==> src/sm3_pkg.sv <==
// Package for the SM3 hash engine: controller state type, command/status structs,
// initial value, round constants and helper functions. No dependencies.
package sm3_pkg;

   typedef enum logic [2:0] {
      ST_IDLE,
      ST_ZERO,
      ST_COMP,
      ST_FOLD,
      ST_OUT
   } state_type;

   typedef struct packed {
      logic put_byte;
      logic put_pad;
      logic put_zero;
      logic put_len;
      logic round_init;
      logic round_step;
      logic fold;
      logic add_block;
      logic clear_all;
   } cmd_type;

   typedef struct packed {
      logic [5:0] byte_count;
      logic [5:0] round;
   } status_type;

   localparam logic [7:0] PAD_BYTE = 8'h80;
   localparam logic [31:0] T_LOW = 32'h79CC4519;
   localparam logic [31:0] T_HIGH = 32'h7A879D8A;

   localparam logic [255:0] SM3_IV = {
      32'h7380166F, 32'h4914B2B9, 32'h172442D7, 32'hDA8A0600,
      32'hA96F30BC, 32'h163138AA, 32'hE38DEE4D, 32'hB0FB0E4E
   };

   function automatic logic [31:0] rotl(input logic [31:0] x, input logic [4:0] n);
      logic [63:0] d;
      d = {x, x} << n;
      return d[63:32];
   endfunction

   function automatic logic [31:0] perm0(input logic [31:0] x);
      return x ^ rotl(x, 5'd9) ^ rotl(x, 5'd17);
   endfunction

   function automatic logic [31:0] perm1(input logic [31:0] x);
      return x ^ rotl(x, 5'd15) ^ rotl(x, 5'd23);
   endfunction

endpackage

==> src/sm3_hash_engine.sv <==
// Top level of the SM3 hash engine: joins controller and datapath.
// Depends on sm3_pkg, sm3_control and sm3_datapath.
//
//   channel  direction  fields
//   req_     in         data_byte, has_byte, last
//   rsp_     out        word_index, digest_word, last_word
//
// A byte request is taken while idle; a request that fills a block then runs
// ST_COMP to load the rounds, ST_FOLD for the rounds with the fold on the last,
// and ST_OUT to return. A last request adds the padding walk, one or two
// compressions, and eight digest words.
// Reset is synchronous and active high and restores the initial value.
// Requests stall during padding, compression and digest output; a stalled digest
// word holds.
module sm3_hash_engine (
   input  logic        clock,
   input  logic        reset,
   input  logic        req_valid,
   output logic        req_stall,
   input  logic [7:0]  req_data_byte,
   input  logic        req_has_byte,
   input  logic        req_last,
   output logic        rsp_valid,
   input  logic        rsp_stall,
   output logic [2:0]  rsp_word_index,
   output logic [31:0] rsp_digest_word,
   output logic        rsp_last_word
);
   import sm3_pkg::*;

   cmd_type cmd;
   status_type status;
   logic [2:0] sel;

   sm3_control u_control (
      .clock(clock), .reset(reset), .req_valid(req_valid), .req_stall(req_stall),
      .req_has_byte(req_has_byte), .req_last(req_last), .rsp_valid(rsp_valid),
      .rsp_stall(rsp_stall), .out_sel(sel), .cmd(cmd), .status(status)
   );

   sm3_datapath u_datapath (
      .clock(clock), .reset(reset), .cmd(cmd), .byte_in(req_data_byte),
      .out_sel(sel), .status(status), .word_out(rsp_digest_word)
   );

   assign rsp_word_index = sel;
   assign rsp_last_word = (sel == 3'd7);
endmodule

==> src/sm3_datapath.sv <==
// Datapath of the SM3 hash engine: block buffer, message expansion window,
// round registers, chaining value and length counter. Uses sm3_pkg.
module sm3_datapath (
   input  logic                clock,
   input  logic                reset,
   input  sm3_pkg::cmd_type    cmd,
   input  logic [7:0]          byte_in,
   input  logic [2:0]          out_sel,
   output sm3_pkg::status_type status,
   output logic [31:0]         word_out
);
   import sm3_pkg::*;

   logic [31:0] buf_ff [16];
   logic [31:0] win_ff [16];
   logic [31:0] win_in [16];
   logic [255:0] chain_ff, chain_in;
   logic [255:0] work_ff, work_in;
   logic [5:0] count_ff, count_in;
   logic [5:0] round_ff, round_in;
   logic [63:0] bits_ff, bits_in;
   logic [63:0] total;
   logic [3:0] widx;
   logic [4:0] bsh;
   logic [7:0] bval;
   logic [31:0] a, b, c, d, e, f, g, h;
   logic [31:0] tc, a12, ss1, ss2, ff_v, gg_v, tt1, tt2, wnew;

   assign total = bits_ff + {55'd0, count_ff, 3'd0};
   assign widx = count_ff[5:2];
   assign bsh = {~count_ff[1:0], 3'd0};
   assign bval = cmd.put_pad ? PAD_BYTE : (cmd.put_byte ? byte_in : 8'd0);
   assign {a, b, c, d, e, f, g, h} = work_ff;

   always_comb begin
      tc = rotl(round_ff < 6'd16 ? T_LOW : T_HIGH, round_ff[4:0]);
      a12 = rotl(a, 5'd12);
      ss1 = rotl(a12 + e + tc, 5'd7);
      ss2 = ss1 ^ a12;
      if (round_ff < 6'd16) begin
         ff_v = a ^ b ^ c;
         gg_v = e ^ f ^ g;
      end else begin
         ff_v = (a & b) | (a & c) | (b & c);
         gg_v = (e & f) | (~e & g);
      end
      tt1 = ff_v + d + ss2 + (win_ff[0] ^ win_ff[4]);
      tt2 = gg_v + h + ss1 + win_ff[0];
      wnew = perm1(win_ff[0] ^ win_ff[7] ^ rotl(win_ff[13], 5'd15))
         ^ rotl(win_ff[3], 5'd7) ^ win_ff[10];
      for (int i = 0; i < 15; i++) begin
         win_in[i] = win_ff[i + 1];
      end
      win_in[15] = wnew;
      work_in = {tt1, a, rotl(b, 5'd9), c, perm0(tt2), e, rotl(f, 5'd19), g};
      chain_in = chain_ff ^ work_in;
      count_in = count_ff + 6'd1;
      round_in = round_ff + 6'd1;
      bits_in = bits_ff + 64'd512;
   end

   always_ff @(posedge clock) begin
      if (cmd.put_byte || cmd.put_pad || cmd.put_zero) begin
         buf_ff[widx] <= (buf_ff[widx] & ~(32'hFF << bsh)) | ({24'd0, bval} << bsh);
      end
      if (cmd.put_len) begin
         buf_ff[14] <= bits_ff[63:32];
         buf_ff[15] <= bits_ff[31:0];
      end
      if (cmd.round_init) begin
         win_ff <= buf_ff;
         work_ff <= chain_ff;
      end else if (cmd.round_step) begin
         win_ff <= win_in;
         work_ff <= work_in;
      end
   end

   always_ff @(posedge clock) begin
      if (reset || cmd.clear_all) begin
         chain_ff <= SM3_IV;
         count_ff <= '0;
         bits_ff <= '0;
         round_ff <= '0;
      end else begin
         if (cmd.fold) begin
            chain_ff <= chain_in;
         end
         if (cmd.put_byte || cmd.put_pad || cmd.put_zero) begin
            count_ff <= count_in;
         end
         if (cmd.put_len) begin
            count_ff <= '0;
         end
         if (cmd.add_block) begin
            bits_ff <= bits_in;
         end
         if (cmd.put_pad) begin
            bits_ff <= total;
         end
         if (cmd.round_init) begin
            round_ff <= '0;
         end else if (cmd.round_step) begin
            round_ff <= round_in;
         end
      end
   end

   assign status.byte_count = count_ff;
   assign status.round = round_ff;
   assign word_out = chain_ff[255 - 32 * out_sel -: 32];
endmodule

==> src/sm3_control.sv <==
// Controller of the SM3 hash engine: request acceptance, padding sequence,
// round counting and digest output. Uses sm3_pkg.
module sm3_control (
   input  logic                clock,
   input  logic                reset,
   input  logic                req_valid,
   output logic                req_stall,
   input  logic                req_has_byte,
   input  logic                req_last,
   output logic                rsp_valid,
   input  logic                rsp_stall,
   output logic [2:0]          out_sel,
   output sm3_pkg::cmd_type    cmd,
   input  sm3_pkg::status_type status
);
   import sm3_pkg::*;

   state_type state_ff, state_in;
   logic final_ff, final_in;
   logic pad_ff, pad_in;
   logic [2:0] sel_ff, sel_in;
   logic acc;

   always_ff @(posedge clock) begin
      if (reset) begin
         state_ff <= ST_IDLE;
         final_ff <= 1'b0;
         pad_ff <= 1'b0;
         sel_ff <= '0;
      end else begin
         state_ff <= state_in;
         final_ff <= final_in;
         pad_ff <= pad_in;
         sel_ff <= sel_in;
      end
   end

   always_comb begin
      state_in = state_ff;
      final_in = final_ff;
      pad_in = pad_ff;
      sel_in = sel_ff;
      cmd = '0;
      req_stall = 1'b1;
      rsp_valid = 1'b0;
      acc = 1'b0;
      case (state_ff)
         ST_IDLE: begin
            req_stall = 1'b0;
            acc = req_valid;
            if (acc) begin
               final_in = req_last;
               pad_in = 1'b0;
               if (req_has_byte) begin
                  cmd.put_byte = 1'b1;
                  if (status.byte_count == 6'd63) begin
                     state_in = ST_COMP;
                     cmd.round_init = 1'b0;
                  end
               end
               if (req_last && !(req_has_byte && status.byte_count == 6'd63)) begin
                  state_in = ST_ZERO;
               end
            end
         end
         ST_ZERO: begin
            if (!pad_ff) begin
               cmd.put_pad = 1'b1;
               pad_in = 1'b1;
               if (status.byte_count == 6'd63) begin
                  state_in = ST_COMP;
               end
            end else if (status.byte_count == 6'd56) begin
               cmd.put_len = 1'b1;
               final_in = 1'b0;
               state_in = ST_COMP;
            end else begin
               cmd.put_zero = 1'b1;
               if (status.byte_count == 6'd63) begin
                  state_in = ST_COMP;
               end
            end
         end
         ST_COMP: begin
            cmd.round_init = 1'b1;
            state_in = ST_FOLD;
         end
         ST_FOLD: begin
            cmd.round_step = 1'b1;
            if (status.round == 6'd63) begin
               cmd.fold = 1'b1;
               state_in = ST_OUT;
            end
         end
         ST_OUT: begin
            if (!pad_ff && !final_ff) begin
               cmd.add_block = 1'b1;
               state_in = ST_IDLE;
            end else if (!pad_ff) begin
               cmd.add_block = 1'b1;
               state_in = ST_ZERO;
            end else if (final_ff) begin
               state_in = ST_ZERO;
            end else begin
               state_in = ST_IDLE;
               state_in = ST_OUT;
               rsp_valid = 1'b1;
               if (!rsp_stall) begin
                  sel_in = sel_ff + 3'd1;
                  if (sel_ff == 3'd7) begin
                     cmd.clear_all = 1'b1;
                     pad_in = 1'b0;
                     state_in = ST_IDLE;
                  end
               end
            end
         end
         default: state_in = ST_IDLE;
      endcase
   end

   assign out_sel = sel_ff;
endmodule

==> config.mk <==
export PLATFORM = sky130hd
export DESIGN_NAME = sm3_hash_engine
export DESIGN_NICKNAME = d
export VERILOG_FILES = /design/src/sm3_pkg.sv /design/src/sm3_hash_engine.sv /design/src/sm3_datapath.sv /design/src/sm3_control.sv
export SDC_FILE = /design/constraint.sdc
export NUM_CORES = 2
export LEC_CHECK = 0
export BUFFER_PORTS_ARGS = -buffer_cell sky130_fd_sc_hd__buf_4
export CAP_MARGIN = 40
export CORE_MARGIN = 5
export CORE_UTILIZATION = 51
export CTS_BUF_LIST = sky130_fd_sc_hd__clkbuf_2
export DETAILED_ROUTE_END_ITERATION = 8
export PLACE_DENSITY = 0.75
export SYNTH_ARGS = -nofsm -noshare
export SYNTH_HDL_FRONTEND = slang
export SYNTH_SLANG_ARGS = --single-unit
==> constraint.sdc <==
create_clock -name clock -period 59.9 [get_ports clock]
set_input_delay 17.97 -clock clock [delete_from_list [all_inputs] [get_ports clock]]
set_output_delay 17.97 -clock clock [all_outputs]
set_load 0.005 [all_outputs]
### Yosys cells after proc, flatten, opt, wreduce, memory -nomap -nowiden

Cells that the tools add are included.

* multiplexer cells: 66
* shifts and indexed selects: 4
* equality and inequality tests: 14
* reductions and logical operators: 22
* $lt $le $gt $ge: 3
* $add $sub $neg: 14
* bitwise gates (word level): 32

Operators with widths (count)
* 512-bit two-way mux: 2
* 512-bit bitwise mux: 1
* 256-bit two-way mux: 2
* 32-bit bitwise XOR: 14
* 287-bit by 33-bit variable part select with 32-bit output: 1
* 32-bit adder: 8
* 64-bit two-way mux: 4
* 256-bit bitwise XOR: 1
* 32-bit AND: 6
* 32-bit two-way mux: 5
* 32-bit binary-select mux with 4-bit select: 1
* 32-bit demux with 4-bit select: 1
* 32-bit bitwise OR: 4
* 64-bit by 10-bit adder with 64-bit output (second input constant): 1
* 64-bit by 9-bit adder with 64-bit output: 1
* 32-bit inverter: 2
* 64-bit by 5-bit left shift with 64-bit output: 1
* 3-bit two-way mux: 13
* 8-bit by 5-bit left shift with 32-bit output: 1
* 8-bit by 5-bit left shift with 32-bit output (first input constant): 1
* 1-bit two-way mux: 28
* 26-bit two-way mux: 1
* 6-bit == test (second input constant): 3
* 8-bit two-way mux: 2
* other kinds (29): 51

* register bits after elaboration: 1620
* word-level logic and storage cells: 196
* output and inout bits: 38

### Depth between registers and ports, before layout

* word-level depth: 11
* gate-level depth with buffers: 42

### Cells and area by module

A second synthesis with hierarchy kept.

* cells, all modules: 6329
* area, all modules: 83316.2 um^2

Modules (own cells, without submodules)
* sm3_datapath: area each 82748.1 um^2, instances 1, cells each 6252
* sm3_control: area each 561.8 um^2, instances 1, cells each 76
* sm3_hash_engine: area each 6.3 um^2, instances 1, cells each 1

### Worst setup path before layout

No wires, ideal clock.

* kind: reg2reg
* start: register u_control.state_ff[1]
* end: register u_datapath.chain_ff[248]
* required time: 59.771 ns
* arrival: 38.852 ns
* setup time: 0.129 ns
* period minus slack after synthesis: 38.982 ns
* path slack: 20.918 ns
* cell stages (with the launch flop): 10
* path through: dfxtp_1 clkbuf_1 nor2b_1 nand2_1 or2_2 or4b_2 a21oi_1 nor3_1 xor2_1 nand2_1

* longest elaborated chain between the ends: 3
* elaborated cells on any way between the ends: 5
* those cells by class: eq/ne (2); mux (2); reduce/logical (1)

RTL lines
* start: declaration: line sm3_control.sv:18 `state_type state_ff, state_in;`
* start signal: assignment: line sm3_control.sv:31 `state_ff <= state_in;`
* 3-bit == test: line sm3_control.sv:47 `case (state_ff)`
* 2-bit two-way mux: line sm3_control.sv:47
* 1-bit logical OR: line sm3_datapath.sv:80 `if (reset || cmd.clear_all) begin`
* end signal: assignment: line sm3_datapath.sv:87 `chain_ff <= chain_in;`
* end: declaration: line sm3_datapath.sv:17 `logic [255:0] chain_ff, chain_in;`

Several ways; a longest one is shown, not always the timed one.
A chain may end at the register's enable or synchronous reset.

### Worst setup path after layout

* start: register u_control.sel_ff[0] (netlist: u_control.out_sel[0])
* end: output port rsp_digest_word[7]

* longest elaborated chain between the ends: 2

RTL lines
* start: declaration: line sm3_control.sv:21 `logic [2:0] sel_ff, sel_in;`
* start signal: assignment: line sm3_control.sv:34 `sel_ff <= sel_in;`
* 8-bit by 8-bit subtractor with 9-bit output: line sm3_datapath.sv:111 `assign word_out = chain_ff[255 - 32 * out_sel -: 32];`
* 287-bit by 33-bit variable part select with 32-bit output: line sm3_datapath.sv:111
* end: declaration: line sm3_hash_engine.sv:26 `output logic [31:0] rsp_digest_word,`

Every way passes these cells.

==> flow_metrics.py <==
metrics = {
    "worst_setup_path": {
        "reg2regPathDepth": 39,
        "critical_path_type": "flop to primary output",
        "regToRegStartpoint": "u_datapath.round_ff[4]$_SDFFE_PP0P_",
        "crit_path_max_fanout": 35,
        "worstSetupEndpoint": "rsp_digest_word[7]",
        "r2r_setup_slack_ns": 47.90,
        "critPathLaunchType": "flop",
        "timing.critical_path.arrival_ns": 4.49,
        "reg2reg_to": "u_datapath.chain_ff[247]$_SDFFE_PP1P_",
        "timing.critical_path.to_type": "primary output",
        "setup.worst_path.start": "u_control.out_sel[0]$_SDFFE_PP0P_",
        "worst-endpoint-required_ns": 41.93,
    },
    "sta": {
        "final_period_util": 0.375,
        "final_max_slew_violation_count": 0,
        "clock_skew_ns": 0.257,
        "fin_tns_setup_ns": 0,
        "fmax_mhz": 44.5,
        "worstMarginPinSlew_ns": 1.22,
        "timing.slew.headroom": 0.188,
        "finalHoldViolCount": 0,
        "number_of_setup_violations_in_the_final_report": 0,
        "period_needed_ns": 22.46,
        "grt_setup_unrepaired": "no",
    },
    "logic_synthesis": {
        "syn_avg_cell_area_um2": 10.8,
        "dominantRegCellSynth": "sky130_fd_sc_hd__edfxtp_1",
        "synth_top_cell_area_share": 0.462,
        "yosysWarningCount": 0,
        "yosysSeqAreaShare": 0.543,
        "synthesized_net_count": 8034,
        "synth_edf_count": 1280,
        "yosysMostFrequentCell": "sky130_fd_sc_hd__nand2_1",
        "syn-cell-area_um2": 83200,
        "synthDistinctLibCells": 87,
        "netlist_top_cells_area": "sky130_fd_sc_hd__edfxtp_1, sky130_fd_sc_hd__nand2_1, sky130_fd_sc_hd__dfxtp_1",
        "async_reset_ff_frac": 0,
        "synth-seq-cells": 1617,
        "postSynthCellCount": 7720,
        "yosys-top-cells-count": "sky130_fd_sc_hd__nand2_1, sky130_fd_sc_hd__edfxtp_1, sky130_fd_sc_hd__o21ai_0",
        "netlist.top_cell.by_area": "sky130_fd_sc_hd__edfxtp_1",
    },
    "drt": {
        "drtAntennaViolNets": 0,
        "drt_drc": 0,
        "num_vias": 62600,
        "first_pass_iters": 7,
        "dr.first_iter.drc_count": 8344,
        "routed_wire_length_per_instance_um": 27.2,
        "route.final.wire_length_um": 284000,
        "avg_vias_per_cell": 5.98,
    },
    "clock_network": {
        "clockRootBuffer": "sky130_fd_sc_hd__clkbuf_2",
        "clock_sinks": 1617,
        "worst_setup_hold_path_clk_slew_ns": 0.11,
        "cts_post_setup_buffers_inserted": 0,
        "cts_made_buffers": 413,
        "insertion_delay_ns": 1.88,
        "tritoncts_clock_tree": "done",
        "cts.hold.buffers_added": 0,
        "cts_max_level": 5,
        "post_cts_resize_count": 0,
        "cts.path.max_buffers": 4,
    },
    "place": {
        "post-place-cells": 9704,
        "finalWeightedCongestion": 1.05,
        "dp.final_hpwl_um": 202000,
        "portBuffers": 51,
    },
    "global_routing": {
        "grt_start_max_net_pins": 215,
        "overflow_left_after_global_routing": 0,
        "first_global_vias": 60100,
        "initial_antenna_violation_count": 8,
        "grt_first_pass_wirelength_um": 405000,
        "grt_usage": 0.327,
    },
    "floorplanning": {
        "rows": 148,
        "core_region_area_um2": 162000,
        "die_area_um2": 171000,
        "die_height_um": 414,
        "io_pins": 52,
        "initial_utilization": 0.512,
        "die_width_um": 414,
    },
    "power_and_ir_drop": {
        "cellLeakagePower_nw": 34.9,
        "p_per_area_nw_per_um2": 22.3,
        "irDropWorstVdd_mv": 0.0298,
    },
    "cells_and_area": {
        "layout-area-overhead-vs-synth_pct": 8.35,
        "fin_cells": 10500,
        "seq_area_um2": 45200,
        "layout-drive-gt1-share": 0.140,
        "nFillCells": 13800,
        "design.final.nets": 8263,
        "multi_input_gate_area_in_the_final_layout_um2": 35400,
    },
    "hold_path": {
        "hold_path_startpoint": "u_datapath.win_ff[102]$_DFFE_PP_",
        "hold_class": "flop to flop",
    },
    "flow_run": {
        "cap_violations": 0,
    },
    "status": {
        "run_status": "finished clean",
    },
}
-- flip-flops by register name (all words and copies together), names as in the netlist --
register             cells
u_control.final_ff       1
u_control.out_sel        3
u_control.pad_ff         1
u_control.state_ff       3
u_datapath.bits_ff      61
u_datapath.buf_ff      512
u_datapath.chain_ff    256
u_datapath.count_ff      6
u_datapath.round_ff      6
u_datapath.win_ff      512
u_datapath.work_ff     256
-- critical path: stages, from the launching register on --
cell and delay (ns):
sky130_fd_sc_hd__dfxtp_4 0.86, sky130_fd_sc_hd__buf_4 0.71, sky130_fd_sc_hd__mux4_2 0.66, sky130_fd_sc_hd__mux2_2 0.32
sky130_fd_sc_hd__buf_4 0.14
-- cell usage in the layout (no fill, tap or decap), types with 11 or more instances in the layout --
cell	count
sky130_fd_sc_hd__nor2_1	376
sky130_fd_sc_hd__nand2_1	2403
sky130_fd_sc_hd__clkinv_2	19
sky130_fd_sc_hd__o21ai_0	403
sky130_fd_sc_hd__mux2_2	50
sky130_fd_sc_hd__and3_1	127
sky130_fd_sc_hd__o211ai_1	13
sky130_fd_sc_hd__mux4_2	224
sky130_fd_sc_hd__a21o_1	47
sky130_fd_sc_hd__xor2_1	244
sky130_fd_sc_hd__xnor2_1	383
sky130_fd_sc_hd__inv_1	340
sky130_fd_sc_hd__buf_4	159
sky130_fd_sc_hd__a22oi_1	29
sky130_fd_sc_hd__ha_1	111
sky130_fd_sc_hd__nand4_1	19
sky130_fd_sc_hd__or3_1	32
sky130_fd_sc_hd__clkinv_1	124
sky130_fd_sc_hd__edfxtp_1	1280
sky130_fd_sc_hd__dfxtp_1	329
sky130_fd_sc_hd__buf_16	14
sky130_fd_sc_hd__clkbuf_2	590
sky130_fd_sc_hd__mux2i_1	78
sky130_fd_sc_hd__fa_1	189
sky130_fd_sc_hd__o21bai_1	17
sky130_fd_sc_hd__a31oi_1	22
sky130_fd_sc_hd__nor3_1	40
sky130_fd_sc_hd__o21ai_1	15
sky130_fd_sc_hd__nor2b_1	11
sky130_fd_sc_hd__nand2b_1	19
sky130_fd_sc_hd__a31o_2	20
sky130_fd_sc_hd__nand3_1	60
sky130_fd_sc_hd__a21oi_1	269
-- how the worst min path moves through the flow --
stage | slack [ns] | end | cells past startpoint
after floorplan | 0.45 | u_datapath.bits_ff[6]$_SDFFE_PP0P_ | 2
after global placement | 0.46 | u_datapath.bits_ff[7]$_SDFFE_PP0P_ | 2
after detailed placement | 0.48 | u_datapath.bits_ff[7]$_SDFFE_PP0P_ | 2
after CTS | 0.38 | u_datapath.win_ff[191]$_DFFE_PP_ | 2
after global routing | 0.41 | u_datapath.win_ff[134]$_DFFE_PP_ | 2
final | 0.40 | u_datapath.win_ff[134]$_DFFE_PP_ | 2
-- power breakdown --
part | total [mW] | switching (mW) | internal [mW] | leakage [nW]
Sequential | 1.22 | 0.00311 | 1.21 | 14.3
Clock | 0.745 | 0.475 | 0.270 | 2.75
Combinational | 0.0467 | 0.0352 | 0.0115 | 17.9
Total | 2.01 | 0.513 | 1.49 | 34.9
-- logic make-up after synthesis --
group	synth area share
adder cells (fa/ha/maj)	0.0622
AO/OA/AOI/OAI	0.0659
buffers and inverters	0.0327
XOR/XNOR	0.0665
multiplexers	0.0768
flip-flops	0.543
AND/OR/NAND/NOR	0.153
-- per-layer routing --
metal  up-vias  global-route usage  wire length [µm]  part of all wire
li1      27200                   -                 -                 -
met1     30400               0.407            100000              0.35
met2      4021               0.482            124000              0.44
met3       905              0.0769             30900              0.11
met4         6               0.280             29400              0.10
met5         -                   0                33           0.00012
-- stage by stage --
| stage | total power [mW] | setup slack (ns) | area [µm²] | util | hold slack [ns] |
|---|---|---|---|---|---|
| floorplan | 1.27 | 20.92 | 83200 | - | 0.449 |
| global placement | 1.28 | 38.66 | 85800 | 0.528 | 0.459 |
| detailed placement | 1.29 | 39.01 | 86500 | 0.533 | 0.477 |
| CTS | 2.01 | 37.21 | 90100 | 0.555 | 0.383 |
| global route | 2.08 | 37.23 | 90100 | 0.555 | 0.410 |
| finish | 2.01 | 37.44 | 90100 | 0.555 | 0.398 |
-- area by class of cell --
cell class              count  area share
multi-input cells        5379       0.393
clock inverters           150     0.00705
flip-flops and latches   1617       0.502
well taps                2175      0.0302
clock buffers             589      0.0327
repair buffers            194      0.0207
inverters                 344      0.0144
diodes                     10    0.000278
(Power assumes the default switching activity.)
